## src/sv/ring_allocator_ooo_free_macros.svh

```systemverilog
// Assertion macros for the ring allocator.
// Included by the top level, which supplies clk and rst.
`ifndef RING_ALLOCATOR_OOO_FREE_MACROS_SVH
`define RING_ALLOCATOR_OOO_FREE_MACROS_SVH

// Check an expression at every clock edge outside reset
`define RAO_ASSERT_ALWAYS(lbl, expr, msg) \
  lbl: assert property (@(posedge clk) disable iff (rst) (expr)) else $error(msg);

// Check that an antecedent implies a consequent in the same cycle
`define RAO_ASSERT_IMPL(lbl, ante, cons, msg) \
  lbl: assert property (@(posedge clk) disable iff (rst) (ante) |-> (cons)) else $error(msg);

// Check that an antecedent implies a consequent in the next cycle
`define RAO_ASSERT_NEXT(lbl, ante, cons, msg) \
  lbl: assert property (@(posedge clk) disable iff (rst) (ante) |=> (cons)) else $error(msg);

`endif

```

## src/sv/rao_pkg.sv

```systemverilog
// Shared constants and types for the ring allocator.
// No dependencies.
`default_nettype none

package rao_pkg;

  localparam int RING_SIZE_W = 25;
  localparam int ALIGN_W = 16;
  localparam int CFG_IDX_W = 2;
  localparam int CFG_DATA_W = 25;
  localparam int STATUS_W = 3;
  localparam int PENDING_SLOTS_DEF = 16;
  localparam int OFFSET_BITS_DEF = 24;

  localparam logic [CFG_IDX_W-1:0] REG_RING_SIZE = 2'd0;
  localparam logic [CFG_IDX_W-1:0] REG_ALIGN_MASK = 2'd1;

  localparam logic [RING_SIZE_W-1:0] RING_SIZE_RST = 25'd65536;
  localparam logic [ALIGN_W-1:0] ALIGN_MASK_RST = 16'd255;

  localparam logic [STATUS_W-1:0] STS_GRANTED = 3'd0;
  localparam logic [STATUS_W-1:0] STS_NO_SPACE = 3'd1;
  localparam logic [STATUS_W-1:0] STS_AT_HEAD = 3'd2;
  localparam logic [STATUS_W-1:0] STS_DEFERRED = 3'd3;
  localparam logic [STATUS_W-1:0] STS_TABLE_FULL = 3'd4;

  typedef enum logic [3:0] {
    CTL_IDLE,
    CTL_REQ_ROUND,
    CTL_REQ_PLACE,
    CTL_REL_CHECK,
    CTL_MOD_WAIT,
    CTL_SCAN_RD,
    CTL_SCAN_CMP,
    CTL_SCAN_END,
    CTL_OUT
  } ctl_state_t;

  typedef enum logic [1:0] {
    MOD_IDLE,
    MOD_RUN,
    MOD_DONE
  } mod_state_t;

endpackage

`default_nettype wire

```

## src/sv/rao_mod_unit.sv

```systemverilog
// Bit-serial remainder unit: value modulo divisor, one bit per cycle.
// Depends on rao_pkg.
`default_nettype none

module rao_mod_unit
  import rao_pkg::*;
#(
  parameter int VAL_W = 26,
  parameter int DIV_W = 25
) (
  input  wire logic             clk,
  input  wire logic             rst,
  input  wire logic             start,
  input  wire logic [VAL_W-1:0] value,
  input  wire logic [DIV_W-1:0] divisor,
  output logic                  busy,
  output logic                  done,
  output logic [DIV_W-1:0]      rem
);

  localparam int CNT_W = $clog2(VAL_W + 1);

  mod_state_t       state, state_next;
  logic [VAL_W-1:0] shreg;
  logic [DIV_W-1:0] div_q;
  logic [CNT_W-1:0] cnt;
  logic [DIV_W:0]   trial;

  // Next state
  always_comb begin
    state_next = state;
    unique case (state)
      MOD_IDLE: if (start) state_next = MOD_RUN;
      MOD_RUN:  if (cnt == CNT_W'(1)) state_next = MOD_DONE;
      MOD_DONE: state_next = MOD_IDLE;
      default:  state_next = MOD_IDLE;
    endcase
  end

  // Outputs
  always_comb begin
    busy = (state != MOD_IDLE);
    done = (state == MOD_DONE);
  end

  assign trial = {rem, shreg[VAL_W-1]};

  always_ff @(posedge clk) begin
    if (rst) begin
      state <= MOD_IDLE;
    end else begin
      state <= state_next;
    end
  end

  // Shift in one bit, subtract when the partial remainder reaches the divisor
  always_ff @(posedge clk) begin
    if (state == MOD_IDLE && start) begin
      shreg <= value;
      div_q <= divisor;
      cnt <= CNT_W'(VAL_W);
      rem <= '0;
    end else if (state == MOD_RUN) begin
      shreg <= shreg << 1;
      cnt <= cnt - 1'b1;
      if (trial >= {1'b0, div_q}) begin
        rem <= DIV_W'(trial - {1'b0, div_q});
      end else begin
        rem <= trial[DIV_W-1:0];
      end
    end
  end

endmodule

`default_nettype wire

```

## src/sv/rao_pend_mem.sv

```systemverilog
// Pending release table storage: start and size of each parked release.
// One write port, one registered read port. Depends on rao_pkg.
`default_nettype none

module rao_pend_mem
  import rao_pkg::*;
#(
  parameter int PENDING_SLOTS = PENDING_SLOTS_DEF,
  parameter int OFFSET_BITS = OFFSET_BITS_DEF
) (
  input  wire logic                                           clk,
  input  wire logic                                           we,
  input  wire logic [(PENDING_SLOTS > 1 ? $clog2(PENDING_SLOTS) : 1)-1:0] waddr,
  input  wire logic [2*OFFSET_BITS:0]                         wdata,
  input  wire logic                                           re,
  input  wire logic [(PENDING_SLOTS > 1 ? $clog2(PENDING_SLOTS) : 1)-1:0] raddr,
  output logic [2*OFFSET_BITS:0]                              rdata
);

  logic [2*OFFSET_BITS:0] mem [PENDING_SLOTS];

  // Write port
  always_ff @(posedge clk) begin
    if (we) begin
      mem[waddr] <= wdata;
    end
  end

  // Registered read port
  always_ff @(posedge clk) begin
    if (re) begin
      rdata <= mem[raddr];
    end
  end

endmodule

`default_nettype wire

```

## src/sv/ring_allocator_ooo_free.sv

```systemverilog
// Ring allocator, one item at a time: a request passes accept, round, place and output.
// A release passes accept, check, table passes, an end step and output; a pass reads
// each pending slot and compares each valid one (a deferred start match ends the pass
// and skips the end step); each bit-serial head advance comes before a new pass.
// Reset (and a ring_size write) empties the ring at once; no clearing pass.
// Depends on rao_pkg, rao_mod_unit, rao_pend_mem and the macros header.
`default_nettype none

`include "ring_allocator_ooo_free_macros.svh"

module ring_allocator_ooo_free
  import rao_pkg::*;
#(
  parameter int PENDING_SLOTS = PENDING_SLOTS_DEF,
  parameter int OFFSET_BITS = OFFSET_BITS_DEF
) (
  input  wire logic                                    clk,
  input  wire logic                                    rst,
  // tdata: req_bytes, rel_start, rel_bytes (lowest bit up)
  input  wire logic [((3*OFFSET_BITS+2+7)/8)*8-1:0]   s_axis_tdata,
  // tuser: command
  input  wire logic                                    s_axis_tuser,
  input  wire logic                                    s_axis_tvalid,
  output logic                                         s_axis_tready,
  // tdata: data_offset, record_start, record_bytes, ring_empty (lowest bit up)
  output logic [((3*OFFSET_BITS+2+7)/8)*8-1:0]        m_axis_tdata,
  // tuser: status
  output logic [STATUS_W-1:0]                          m_axis_tuser,
  output logic                                         m_axis_tvalid,
  input  wire logic                                    m_axis_tready,
  input  wire logic                                    cfg_we,
  input  wire logic [CFG_IDX_W-1:0]                    cfg_index,
  input  wire logic [CFG_DATA_W-1:0]                   cfg_data
);

  localparam int OB = OFFSET_BITS;
  localparam int SZW = OB + 1;
  localparam int TDW = ((3*OB+2+7)/8)*8;
  localparam int IW = (PENDING_SLOTS > 1) ? $clog2(PENDING_SLOTS) : 1;
  localparam int CW = (SZW > RING_SIZE_W) ? SZW : RING_SIZE_W;
  localparam int RQW = ((SZW > ALIGN_W) ? SZW : ALIGN_W) + 1;
  localparam int PW = ((RQW > SZW) ? RQW : SZW) + 1;
  localparam int VW = OB + 2;
  localparam logic [IW-1:0] LAST = IW'(PENDING_SLOTS - 1);

  // Clamp a ring size to 1 .. 2^OFFSET_BITS
  function automatic logic [SZW-1:0] eff_of(input logic [RING_SIZE_W-1:0] v);
    logic [CW-1:0] ve;
    logic [CW-1:0] cap;
    ve = CW'(v);
    cap = CW'(1) << OB;
    if (v == '0) begin
      eff_of = SZW'(1);
    end else if (ve > cap) begin
      eff_of = cap[SZW-1:0];
    end else begin
      eff_of = ve[SZW-1:0];
    end
  endfunction

  ctl_state_t state, state_next;

  logic [RING_SIZE_W-1:0] ring_size;
  logic [ALIGN_W-1:0]     align_mask;
  logic [SZW-1:0]         eff_size;
  logic [OB-1:0]          head, tail;
  logic [SZW-1:0]         remaining;
  logic [PENDING_SLOTS-1:0] valid;

  logic [SZW-1:0]         req_q;
  logic [OB-1:0]          rstart_q;
  logic [SZW-1:0]         rbytes_q;
  logic [RQW-1:0]         rs_q;

  logic [IW-1:0]          idx, free_idx;
  logic                   free_found, merging;
  logic [SZW-1:0]         add_q;

  logic [STATUS_W-1:0]    res_status;
  logic [OB-1:0]          res_data, res_rstart;
  logic [SZW-1:0]         res_rbytes;

  logic                   in_xfer, out_free;
  logic                   mem_we, mem_re;
  logic [IW-1:0]          mem_waddr;
  logic [2*OB:0]          mem_rdata;
  logic [OB-1:0]          rd_start;
  logic [SZW-1:0]         rd_bytes;
  logic                   rd_match;

  logic                   mod_start, mod_busy, mod_done;
  logic [VW-1:0]          mod_val;
  logic [SZW-1:0]         mod_rem;

  logic [PW-1:0] rs_e, rem_e, size_e, tail_e, gap_e, sum_t, tail_adv, charged;
  logic          no_space, fit_tail, fit_wrap;
  logic [SZW:0]  sat_sum;

  assign eff_size = eff_of(ring_size);
  assign in_xfer = s_axis_tvalid && s_axis_tready;
  assign out_free = !m_axis_tvalid || m_axis_tready;
  assign rd_start = mem_rdata[OB-1:0];
  assign rd_bytes = mem_rdata[2*OB:OB];
  assign rd_match = merging ? (rd_start == head) : (rd_start == rstart_q);

  // Placement arithmetic for a rounded request
  always_comb begin
    rs_e = PW'(rs_q);
    rem_e = PW'(remaining);
    size_e = PW'(eff_size);
    tail_e = PW'(tail);
    gap_e = size_e - tail_e;
    sum_t = tail_e + rs_e;
    tail_adv = (sum_t >= size_e) ? (sum_t - size_e) : sum_t;
    charged = rs_e + gap_e;
    no_space = rem_e < rs_e;
    fit_tail = (tail < head) || (gap_e >= rs_e);
    fit_wrap = (rem_e >= gap_e) && ((rem_e - gap_e) >= rs_e);
  end

  // Saturating add of released bytes
  assign sat_sum = {1'b0, remaining} + {1'b0, add_q};

  // Operand of the head advance
  assign mod_val = (state == CTL_REL_CHECK) ? (VW'(head) + VW'(rbytes_q))
                                            : (VW'(head) + VW'(rd_bytes));

  // Next state
  always_comb begin
    state_next = state;
    unique case (state)
      CTL_IDLE: begin
        if (in_xfer) state_next = s_axis_tuser ? CTL_REL_CHECK : CTL_REQ_ROUND;
      end
      CTL_REQ_ROUND: state_next = CTL_REQ_PLACE;
      CTL_REQ_PLACE: state_next = CTL_OUT;
      CTL_REL_CHECK: state_next = (rstart_q == head) ? CTL_MOD_WAIT : CTL_SCAN_RD;
      CTL_MOD_WAIT:  if (mod_done) state_next = CTL_SCAN_RD;
      CTL_SCAN_RD: begin
        if (valid[idx]) state_next = CTL_SCAN_CMP;
        else if (idx == LAST) state_next = CTL_SCAN_END;
      end
      CTL_SCAN_CMP: begin
        if (rd_match) state_next = merging ? CTL_MOD_WAIT : CTL_OUT;
        else if (idx == LAST) state_next = CTL_SCAN_END;
        else state_next = CTL_SCAN_RD;
      end
      CTL_SCAN_END: state_next = CTL_OUT;
      CTL_OUT:      if (out_free) state_next = CTL_IDLE;
      default:      state_next = CTL_IDLE;
    endcase
  end

  // Control outputs
  always_comb begin
    s_axis_tready = (state == CTL_IDLE);
    mem_re = (state == CTL_SCAN_RD) && valid[idx];
    mod_start = ((state == CTL_REL_CHECK) && (rstart_q == head)) ||
                ((state == CTL_SCAN_CMP) && rd_match && merging);
    mem_we = ((state == CTL_SCAN_CMP) && rd_match && !merging) ||
             ((state == CTL_SCAN_END) && !merging && free_found);
    mem_waddr = (state == CTL_SCAN_CMP) ? idx : free_idx;
  end

  always_ff @(posedge clk) begin
    if (rst) begin
      state <= CTL_IDLE;
    end else begin
      state <= state_next;
    end
  end

  // Registers, ring pointers and pending valid bits
  always_ff @(posedge clk) begin
    if (rst) begin
      ring_size <= RING_SIZE_RST;
      align_mask <= ALIGN_MASK_RST;
      head <= '0;
      tail <= '0;
      remaining <= eff_of(RING_SIZE_RST);
      valid <= '0;
      m_axis_tvalid <= 1'b0;
    end else begin
      if (cfg_we && cfg_index == REG_RING_SIZE) begin
        ring_size <= cfg_data;
        head <= '0;
        tail <= '0;
        remaining <= eff_of(cfg_data);
        valid <= '0;
      end else begin
        if (cfg_we && cfg_index == REG_ALIGN_MASK) begin
          align_mask <= cfg_data[ALIGN_W-1:0];
        end
        case (state)
          CTL_REQ_PLACE: begin
            if (!no_space && fit_tail) begin
              tail <= tail_adv[OB-1:0];
              remaining <= SZW'(rem_e - rs_e);
            end else if (!no_space && fit_wrap) begin
              tail <= (rs_e == size_e) ? '0 : rs_e[OB-1:0];
              remaining <= SZW'(rem_e - charged);
            end
          end
          CTL_MOD_WAIT: begin
            if (mod_done) begin
              head <= mod_rem[OB-1:0];
              remaining <= (sat_sum > {1'b0, eff_size}) ? eff_size : sat_sum[SZW-1:0];
            end
          end
          CTL_SCAN_CMP: begin
            if (rd_match && merging) valid[idx] <= 1'b0;
          end
          CTL_SCAN_END: begin
            if (!merging && free_found) valid[free_idx] <= 1'b1;
          end
          default: ;
        endcase
      end
      // Raise on a new result, drop once the result transfers
      if (state == CTL_OUT && out_free) begin
        m_axis_tvalid <= 1'b1;
      end else if (m_axis_tready) begin
        m_axis_tvalid <= 1'b0;
      end
    end
  end

  // Item fields, scan bookkeeping and result
  always_ff @(posedge clk) begin
    case (state)
      CTL_IDLE: begin
        if (in_xfer) begin
          req_q <= s_axis_tdata[SZW-1:0];
          rstart_q <= s_axis_tdata[SZW+OB-1:SZW];
          rbytes_q <= s_axis_tdata[2*SZW+OB-1:SZW+OB];
          res_data <= '0;
          res_rstart <= '0;
          res_rbytes <= '0;
        end
      end
      CTL_REQ_ROUND: begin
        rs_q <= (RQW'(req_q) + RQW'(align_mask)) & ~RQW'(align_mask);
      end
      CTL_REQ_PLACE: begin
        if (!no_space && fit_tail) begin
          res_status <= STS_GRANTED;
          res_data <= tail;
          res_rstart <= tail;
          res_rbytes <= rs_e[SZW-1:0];
        end else if (!no_space && fit_wrap) begin
          res_status <= STS_GRANTED;
          res_data <= '0;
          res_rstart <= tail;
          res_rbytes <= charged[SZW-1:0];
        end else begin
          res_status <= STS_NO_SPACE;
        end
      end
      CTL_REL_CHECK: begin
        idx <= '0;
        free_found <= 1'b0;
        merging <= (rstart_q == head);
        add_q <= rbytes_q;
      end
      CTL_MOD_WAIT: begin
        if (mod_done) idx <= '0;
      end
      CTL_SCAN_RD: begin
        if (!valid[idx]) begin
          if (!free_found) begin
            free_found <= 1'b1;
            free_idx <= idx;
          end
          if (idx != LAST) idx <= idx + 1'b1;
        end
      end
      CTL_SCAN_CMP: begin
        if (rd_match) begin
          add_q <= rd_bytes;
          if (!merging) res_status <= STS_DEFERRED;
        end else if (idx != LAST) begin
          idx <= idx + 1'b1;
        end
      end
      CTL_SCAN_END: begin
        if (merging) res_status <= STS_AT_HEAD;
        else if (free_found) res_status <= STS_DEFERRED;
        else res_status <= STS_TABLE_FULL;
      end
      CTL_OUT: begin
        if (out_free) begin
          m_axis_tuser <= res_status;
          m_axis_tdata <= TDW'({remaining == eff_size, res_rbytes, res_rstart, res_data});
        end
      end
      default: ;
    endcase
  end

  rao_pend_mem #(
    .PENDING_SLOTS(PENDING_SLOTS),
    .OFFSET_BITS(OFFSET_BITS)
  ) u_pend_mem (
    .clk(clk),
    .we(mem_we),
    .waddr(mem_waddr),
    .wdata({rbytes_q, rstart_q}),
    .re(mem_re),
    .raddr(idx),
    .rdata(mem_rdata)
  );

  rao_mod_unit #(
    .VAL_W(VW),
    .DIV_W(SZW)
  ) u_mod_unit (
    .clk(clk),
    .rst(rst),
    .start(mod_start),
    .value(mod_val),
    .divisor(eff_size),
    .busy(mod_busy),
    .done(mod_done),
    .rem(mod_rem)
  );

  // Consistency checks
  `RAO_ASSERT_ALWAYS(a_rem_bound, remaining <= eff_size, "remaining exceeds ring size")
  `RAO_ASSERT_ALWAYS(a_ptr_bound, SZW'(head) < eff_size && SZW'(tail) < eff_size, "bad pointer")
  `RAO_ASSERT_IMPL(a_busy_no_accept, mod_busy, !s_axis_tready, "input taken during head advance")
  `RAO_ASSERT_NEXT(a_one_item, in_xfer, !s_axis_tready, "second item taken while one in work")

endmodule

`default_nettype wire

```

## config.mk

```make
export PLATFORM = sky130hd
export DESIGN_NAME = ring_allocator_ooo_free
export DESIGN_NICKNAME = d
export VERILOG_FILES = /design/src/sv/rao_pkg.sv /design/src/sv/rao_mod_unit.sv /design/src/sv/rao_pend_mem.sv /design/src/sv/ring_allocator_ooo_free.sv
export VERILOG_INCLUDE_DIRS = /design/src /design/src/sv
export SDC_FILE = /design/constraint.sdc
export NUM_CORES = 2
export LEC_CHECK = 0
export ABC_AREA = 1
export BUFFER_PORTS_ARGS = -buffer_cell sky130_fd_sc_hd__buf_2
export CAP_MARGIN = 15
export CORE_MARGIN = 3
export CORE_UTILIZATION = 40
export CTS_BUF_LIST = sky130_fd_sc_hd__clkbuf_16
export CTS_CLUSTER_SIZE = 10
export DETAILED_ROUTE_END_ITERATION = 12
export PLACE_DENSITY = 0.59
export SYNTH_ARGS = -nofsm -noshare
export SYNTH_HDL_FRONTEND = slang
export SYNTH_SLANG_ARGS = --single-unit
```

## constraint.sdc

```tcl
create_clock -name clk -period 18 [get_ports clk]
set_input_delay 3.6 -clock clk [delete_from_list [all_inputs] [get_ports clk]]
set_output_delay 3.6 -clock clk [all_outputs]
set_load 0.02 [all_outputs]
```

After elaboration in Yosys (flattened, before gate mapping):

Memories as Yosys holds them, arrays and structs flattened. A register that Yosys moved wholly into a read port is not among the register bits.
Cells that the tools add are included.

* register bits after elaboration: 506
* bits in writable memories: 784
* input port bits: 113
* output and inout port bits: 85
* logic and storage cells: 231
* memories kept: 1

Memory list
* u_pend_mem.mem: depth 16, width 49, read ports 1, clocked after Yosys merged registers in 1, wr ports 1, RTL line rao_pend_mem.sv:20 `logic [2*OFFSET_BITS:0] mem [PENDING_SLOTS];`

* $add $sub $neg: 14
* magnitude comparators: 14
* eq/ne operators: 34
* multiplexer cells: 74
* bitwise logic cells: 8
* reduce and logical (&&, ||, !) cells: 58

Operator list (count)
* two-way mux 25 bit: 14
* two-way mux 24 bit: 9
* case mux 25 bit (2 select lines): 3
* case mux 24 bit (2 select lines): 2
* two-way mux 26 bit: 3
* subtractor 25 bit: 3
* == test 24 bit: 3
* >= comparator 27 x 26 -> 1 bit: 2
* adder 24 x 25 -> 26 bit: 2
* greater-than comparator 25 bit (second input constant): 2
* logical NOT 25 bit: 2
* two-way mux 4 bit: 12
* two-way mux 16 bit: 2
* case mux 16 bit (2 select lines): 1
* case mux 4 bit (8 select lines): 1
* adder 24 x 26 -> 27 bit: 1
* >= comparator 25 x 27 -> 1 bit: 1
* >= comparator 27 x 25 -> 1 bit: 1
* subtractor 26 x 26 -> 27 bit: 1
* adder 25 x 16 -> 26 bit: 1
* adder 25 x 25 -> 26 bit: 1
* bitwise AND 26 bit: 1
* == test 26 x 25 -> 1 bit: 1
* >= comparator 26 x 25 -> 1 bit: 1
* other kinds (49): 132

Longest topological paths before layout:

* depth in word-level cells: 12
* depth in mapped cells: 63
* mapped depth without buffers: 61

Hierarchy:

Synthesis repeated with hierarchy kept, for this count alone.

* cells, all modules: 8126
* area, all modules: 72891.2 um^2

Modules (own cells, without submodules)
* rao_pend_mem: times used 1, cells each 3231, area each 35197.5 um^2, seq. area each 25014.0 um^2
* ring_allocator_ooo_free: times used 1, cells each 4124, area each 32094.5 um^2, seq. area each 11350.9 um^2
* rao_mod_unit: times used 1, cells each 771, area each 5599.1 um^2, seq. area each 2172.1 um^2

Worst setup path before layout:

Ideal clock, no wire load.

* kind: input-to-reg
* from: input m_axis_tready
* to: register m_axis_tdata[0], enable pin
* setup time: 0.702 ns
* arrival: 10.910 ns
* required time: 17.298 ns
* path slack: 6.387 ns
* cell stages on the path: 2
* buffers on the path: 0
* cells stage by stage: nor2_1 > nor4_1

* longest elaborated chain between the ends: 2

RTL lines
* from (decl): RTL line ring_allocator_ooo_free.sv:30 `input wire logic m_axis_tready,`
* logical OR 1 bit: RTL line ring_allocator_ooo_free.sv:101 `assign out_free = !m_axis_tvalid || m_axis_tready;`
* AND reduction 2 bit (no source line)
* to (signal assigned): RTL line ring_allocator_ooo_free.sv:293 `m_axis_tdata <= TDW'({remaining == eff_size, res_rbytes, res_rstart, res_data});`
* to (decl): RTL line ring_allocator_ooo_free.sv:26 `output logic [((3*OFFSET_BITS+2+7)/8)*8-1:0] m_axis_tdata,`

No other way between the ends.
A chain may end at the register's enable or synchronous reset.

Worst setup path after layout:

* from: register ring_size[20]
* to: register remaining[13]

* longest elaborated chain between the ends: 10
* elaborated cells between the ends (all ways): 24
* those cells by class: 4 x add/sub; 5 x order compare; 1 x eq/ne; 8 x mux; 6 x reduce/logical

RTL lines
* from (decl): RTL line ring_allocator_ooo_free.sv:63 `logic [RING_SIZE_W-1:0] ring_size;`
* from (signal assigned): RTL line ring_allocator_ooo_free.sv:185 `ring_size <= cfg_data;`
* greater-than comparator 25 bit: RTL line ring_allocator_ooo_free.sv:54 `end else if (ve > cap) begin`
* two-way mux 25 bit: RTL line ring_allocator_ooo_free.sv:54
* two-way mux 25 bit *: RTL line ring_allocator_ooo_free.sv:52 `if (v == '0) begin`
* subtractor 25 x 24 -> 26 bit: RTL line ring_allocator_ooo_free.sv:112 `gap_e = size_e - tail_e;`
* adder 25 bit, or another cell as far along: RTL line ring_allocator_ooo_free.sv:115 `charged = rs_e + gap_e;`
* subtractor 25 bit, or another cell as far along: RTL line ring_allocator_ooo_free.sv:201 `remaining <= SZW'(rem_e - charged);`
* two-way mux 25 bit, or another cell as far along: RTL line ring_allocator_ooo_free.sv:199 `end else if (!no_space && fit_wrap) begin`
* two-way mux 25 bit or logical AND 1 bit (tied branches): RTL line ring_allocator_ooo_free.sv:196, ring_allocator_ooo_free.sv:199
* case mux 25 bit (2 select lines) or inequality test 4 bit (tied branches)
* two-way mux 25 bit or AND reduction 3 bit (tied branches)
* to (signal assigned): RTL line ring_allocator_ooo_free.sv:188 `remaining <= eff_of(cfg_data);`
* to (signal assigned): RTL line ring_allocator_ooo_free.sv:198 `remaining <= SZW'(rem_e - rs_e);`
* to (signal assigned): RTL line ring_allocator_ooo_free.sv:201
* to (decl): RTL line ring_allocator_ooo_free.sv:67 `logic [SZW-1:0] remaining;`

Mark *: on every way between the ends. The rest lies on a longest branch, timed or not. The select of a mux whose other input is x is not followed.

==> summary.md <==
The tree built by TritonCTS fans out to 1339 sinks. The post-route minimum period came out at 10470 ps. In this run the tool buffered the top-level ports with 185 buffer cells.

The die covers 175000 µm². The count of filler cells inserted in the layout is 15800. The routed design has 218000 µm of wire. Timing would allow up to 95.5 MHz. The worst setup path is launched from a flip-flop.

The flip-flop and latch count after synthesis was 1339. Clock latency reported for the late side of the worst-skew pair: 820 ps. The tools report the data required time at the worst endpoint as 18700 ps. The H-tree generated during clock tree synthesis spans 4 levels.

The run gives 0.964 as the routability-driven placement congestion ratio. VDD sags by at most 101 µV. The count of buffers added by post-CTS timing repair for setup is 0, and the chip width is 418 µm.

The number of rows created at floorplan came out at 150. The root buffer cell chosen for the clock tree is clkbuf_16. After synthesis, the netlist uses 67 different library cells. The slowest stage of the critical path is the nand2_4 cell.

The commonest non-fill, non-tap cell in the layout was edfxtp_1. The worst register-to-register path has a depth of 57. The post-synthesis to final-layout area growth came out at 12.3%. The via density per instance is 5.59. The tool flagged a number of max-cap violations equal to 0. The flow ran to the end, and the final reports show no timing, DRC or antenna violations.

The tools report the endpoint of the most critical setup path as remaining[13]$_SDFFE_PP0P_. In this run the worst path has a maximum fanout of 45. The share of the clock period used by the worst path after layout was 58.2%. The first global-routing pass estimated 320000 µm of wire. After synthesis, flip-flops and latches occupy 56.7% of the total area. The worst hold path belongs to the class reg -> reg.

For this design the top-level I/O count stands at 198. Across every metal layer, demand over resource in global routing totals 24.5%. Setup total negative slack on the finished layout was measured at 0 ps.

The placed wire-length estimate after detailed placement is 145000 µm. Among the stages of the critical path, the cell type that occurs most often is nand2_1. The number of nets in the layout came out at 7530.

After layout, the design draws a total of 10.2 mW. The actual slew at the worst max-slew pin is 1110 ps, and the number of enable-type register cells in the synthesized netlist is 1172. Relative max-transition margin: 26.0%. In this run the cell area of the synthesized design comes to 67900 µm². After detailed routing, the number of remaining DRC violations is 0. Cells fill 45.4% of the core in the end. In this design, the stage delay of the slowest critical-path cell is 590 ps. The run gives 6 as the number of search-and-repair iterations in the first detailed-routing pass.

The post-detailed-route wirelength per cell came out at 23.4 µm. Gates resized during post-CTS repair numbered 0. The number of hold buffers added after CTS was 0.

The critical path is of the reg -> reg type. The starting utilization of the core area was 40.4%. The logs give 52100 for the via count and 217 for the maximum number of pins on one net before global-route repair. The final-report hold violation count was 0.

The run gives 0 as the leftover overflow at the end of global routing. The power density over the cells is 133 nW/µm². The mean area per synthesized cell works out to 9.92 µm². Yosys printed 0 warnings.

The tools report the number of design-rule violations left by the first detailed-router iteration as 5265. Data on the critical path arrives at its endpoint at 11170 ps. The most critical setup path has its startpoint at ring_size[20]$_SDFFE_PP0P_. Counting every instance in the synthesized netlist gives 6850. The worst register-to-register path has a setup slack of 7530 ps. The die span in y is 418 µm, and the initial antenna violation count is 5.

Registers take 38500 µm². The worst hold path passes through 0 cells. Setup repair after global routing left no endpoint under its margin. Critical path capture point type: a flip-flop. Setup violations remaining at the end of the flow were counted as 0. The via count of the first global-routing pass is 49100. The clock-pin slew of the registers on the worst-case setup and hold paths came out at 60 ps.

In this run the deepest clock path goes through 3 buffers. The number of max-slew violations in the final report was 0. After floorplanning, the core was sized to cover 168000 µm². Leaving out fill and tap cells, the most frequent cells in the layout are edfxtp_1, nand2_1, o21ai_0. The post-route netlist has 8.89% of its cells at a drive strength greater than 1.

Async set-reset flop share out of synthesis: 0%. The analysis attributes to cell leakage a power of 29.9 nW. The worst hold path begins at res_rbytes[16]$_SDFFCE_PN0P_. The run gives 48.5 ps as the clock tree skew after final layout. The tools report the residual antenna-violating net count after detailed routing as 0.

The worst register-to-register path ends at remaining[13]$_SDFFE_PP0P_. TritonCTS built the clock tree. In this run, CTS created clock tree buffers numbering 157. Area of the multi-input gates: 26100 µm².

The flip-flop cell with the highest count after synthesis is edfxtp_1. The worst register-to-register path begins at ring_size[20]$_SDFFE_PP0P_.
[worst max-delay path: cells and delay by family (launching register included)]
kind,cells,cell delay (ps)
AOI/OAI and AO/OA,12,2470
and+or+nand+nor,33,4970
DFF,1,290
xor gates and xnor gates,1,250
adders and majority gates,4,1250
buffers and inverters,7,1070
[logic make-up (layout without fill, tap and decap cells)]
group,after synthesis,in the layout,synth area share (%)
fa+ha+maj,368,368,6.89
xor+xnor,227,227,2.93
flops,1339,1339,56.7
simple gates,2285,2285,14.3
buf+inv,911,1180,5.22
other cells,1,9,0.00552
compound gates,1719,1719,13.9
[synth_stat cells, types with 11 or more instances]
master       n  area share, %
a211oi_1    21           0.23
a21o_1      13           0.14
a21oi_1    459            3.4
a31oi_1     43           0.40
buf_2       21           0.15
clkbuf_1   222            1.2
dfxtp_1    167            4.9
edfxtp_1  1172             52
ha_1       358            6.6
inv_1      627            3.5
inv_2       11          0.061
nand2_1   1057            5.8
nand2_2     31           0.29
nand3_1    215            1.6
nand3_2     15           0.22
nand4_1    103           0.95
nor2_1     716            4.0
nor3_1      54           0.40
nor4_1      40           0.37
o211ai_1    37           0.41
o21a_1      22           0.24
o21ai_0    781            5.8
o21ai_1     35           0.26
o21bai_1    18           0.20
o22ai_1    213            2.0
o31ai_1     11           0.12
or2_2       14           0.13
xnor2_1     71           0.92
xor2_1     156            2.0
[metal layers]
metal	vias to the layer above	wire length (µm)	GRT usage [%]
met5	-	0	0
met3	442	16200	4.18
met2	2030	99100	38.8
li1	24500	-	-
met1	25200	92600	32.9
met4	0	10600	11.1
[power breakdown]
group,internal [mW],switching (mW)
combinational,0.980,2.32
sequential,3.75,0.203
clock,1.64,1.28
[worst min path at each step]
stage	end	slack (ps)
3_5_place_dp	m_axis_tdata[35]$_DFFE_PP_	400
3_3_place_gp	m_axis_tdata[67]$_DFFE_PP_	400
4_1_cts	m_axis_tdata[64]$_DFFE_PP_	400
5_1_grt	m_axis_tdata[64]$_DFFE_PP_	400
2_1_floorplan	m_axis_tdata[0]$_DFFE_PP_	400
6_report	m_axis_tdata[64]$_DFFE_PP_	400
[cell type report]
| type | count | area share, % |
|---|---|---|
| sequential | 1339 | 50.5 |
| multi-input combinational | 4605 | 34.2 |
| clock buffer | 159 | 5.21 |
| timing repair buffer | 303 | 2.45 |
| antenna | 3 | 0.00984 |
| tap | 2204 | 3.61 |
| clock inverter | 75 | 0.862 |
| inverter | 643 | 3.18 |
[metrics by stage]
step                      hold slack [ps]  cell area [µm²]  setup slack, ps  std cells
final                                 398            76300             7530       9331
after global routing                  404            76300             6660       9328
after CTS                             398            76200             7790       9325
after detailed placement              405            71600             7860       9091
after global placement                400            71600             7800       9091
after floorplan                       400            68000             6390       6855
[state kept, by name, summed over array words and instances (netlist names), 24 cells and up]
| register | flops |
|---|---|
| u_mod_unit.div_q | 25 |
| ring_size | 25 |
| res_data | 24 |
| u_pend_mem.mem | 784 |
| rs_q | 26 |
| u_pend_mem.rdata | 49 |
| m_axis_tdata | 74 |
| head | 24 |
| add_q | 25 |
| u_mod_unit.rem | 25 |
| tail | 24 |
| rstart_q | 24 |
| res_rbytes | 25 |
| u_mod_unit.shreg | 26 |
| rbytes_q | 25 |
| res_rstart | 24 |
| req_q | 25 |
| remaining | 25 |
No activity file was read; power rests on OpenSTA's default activity.
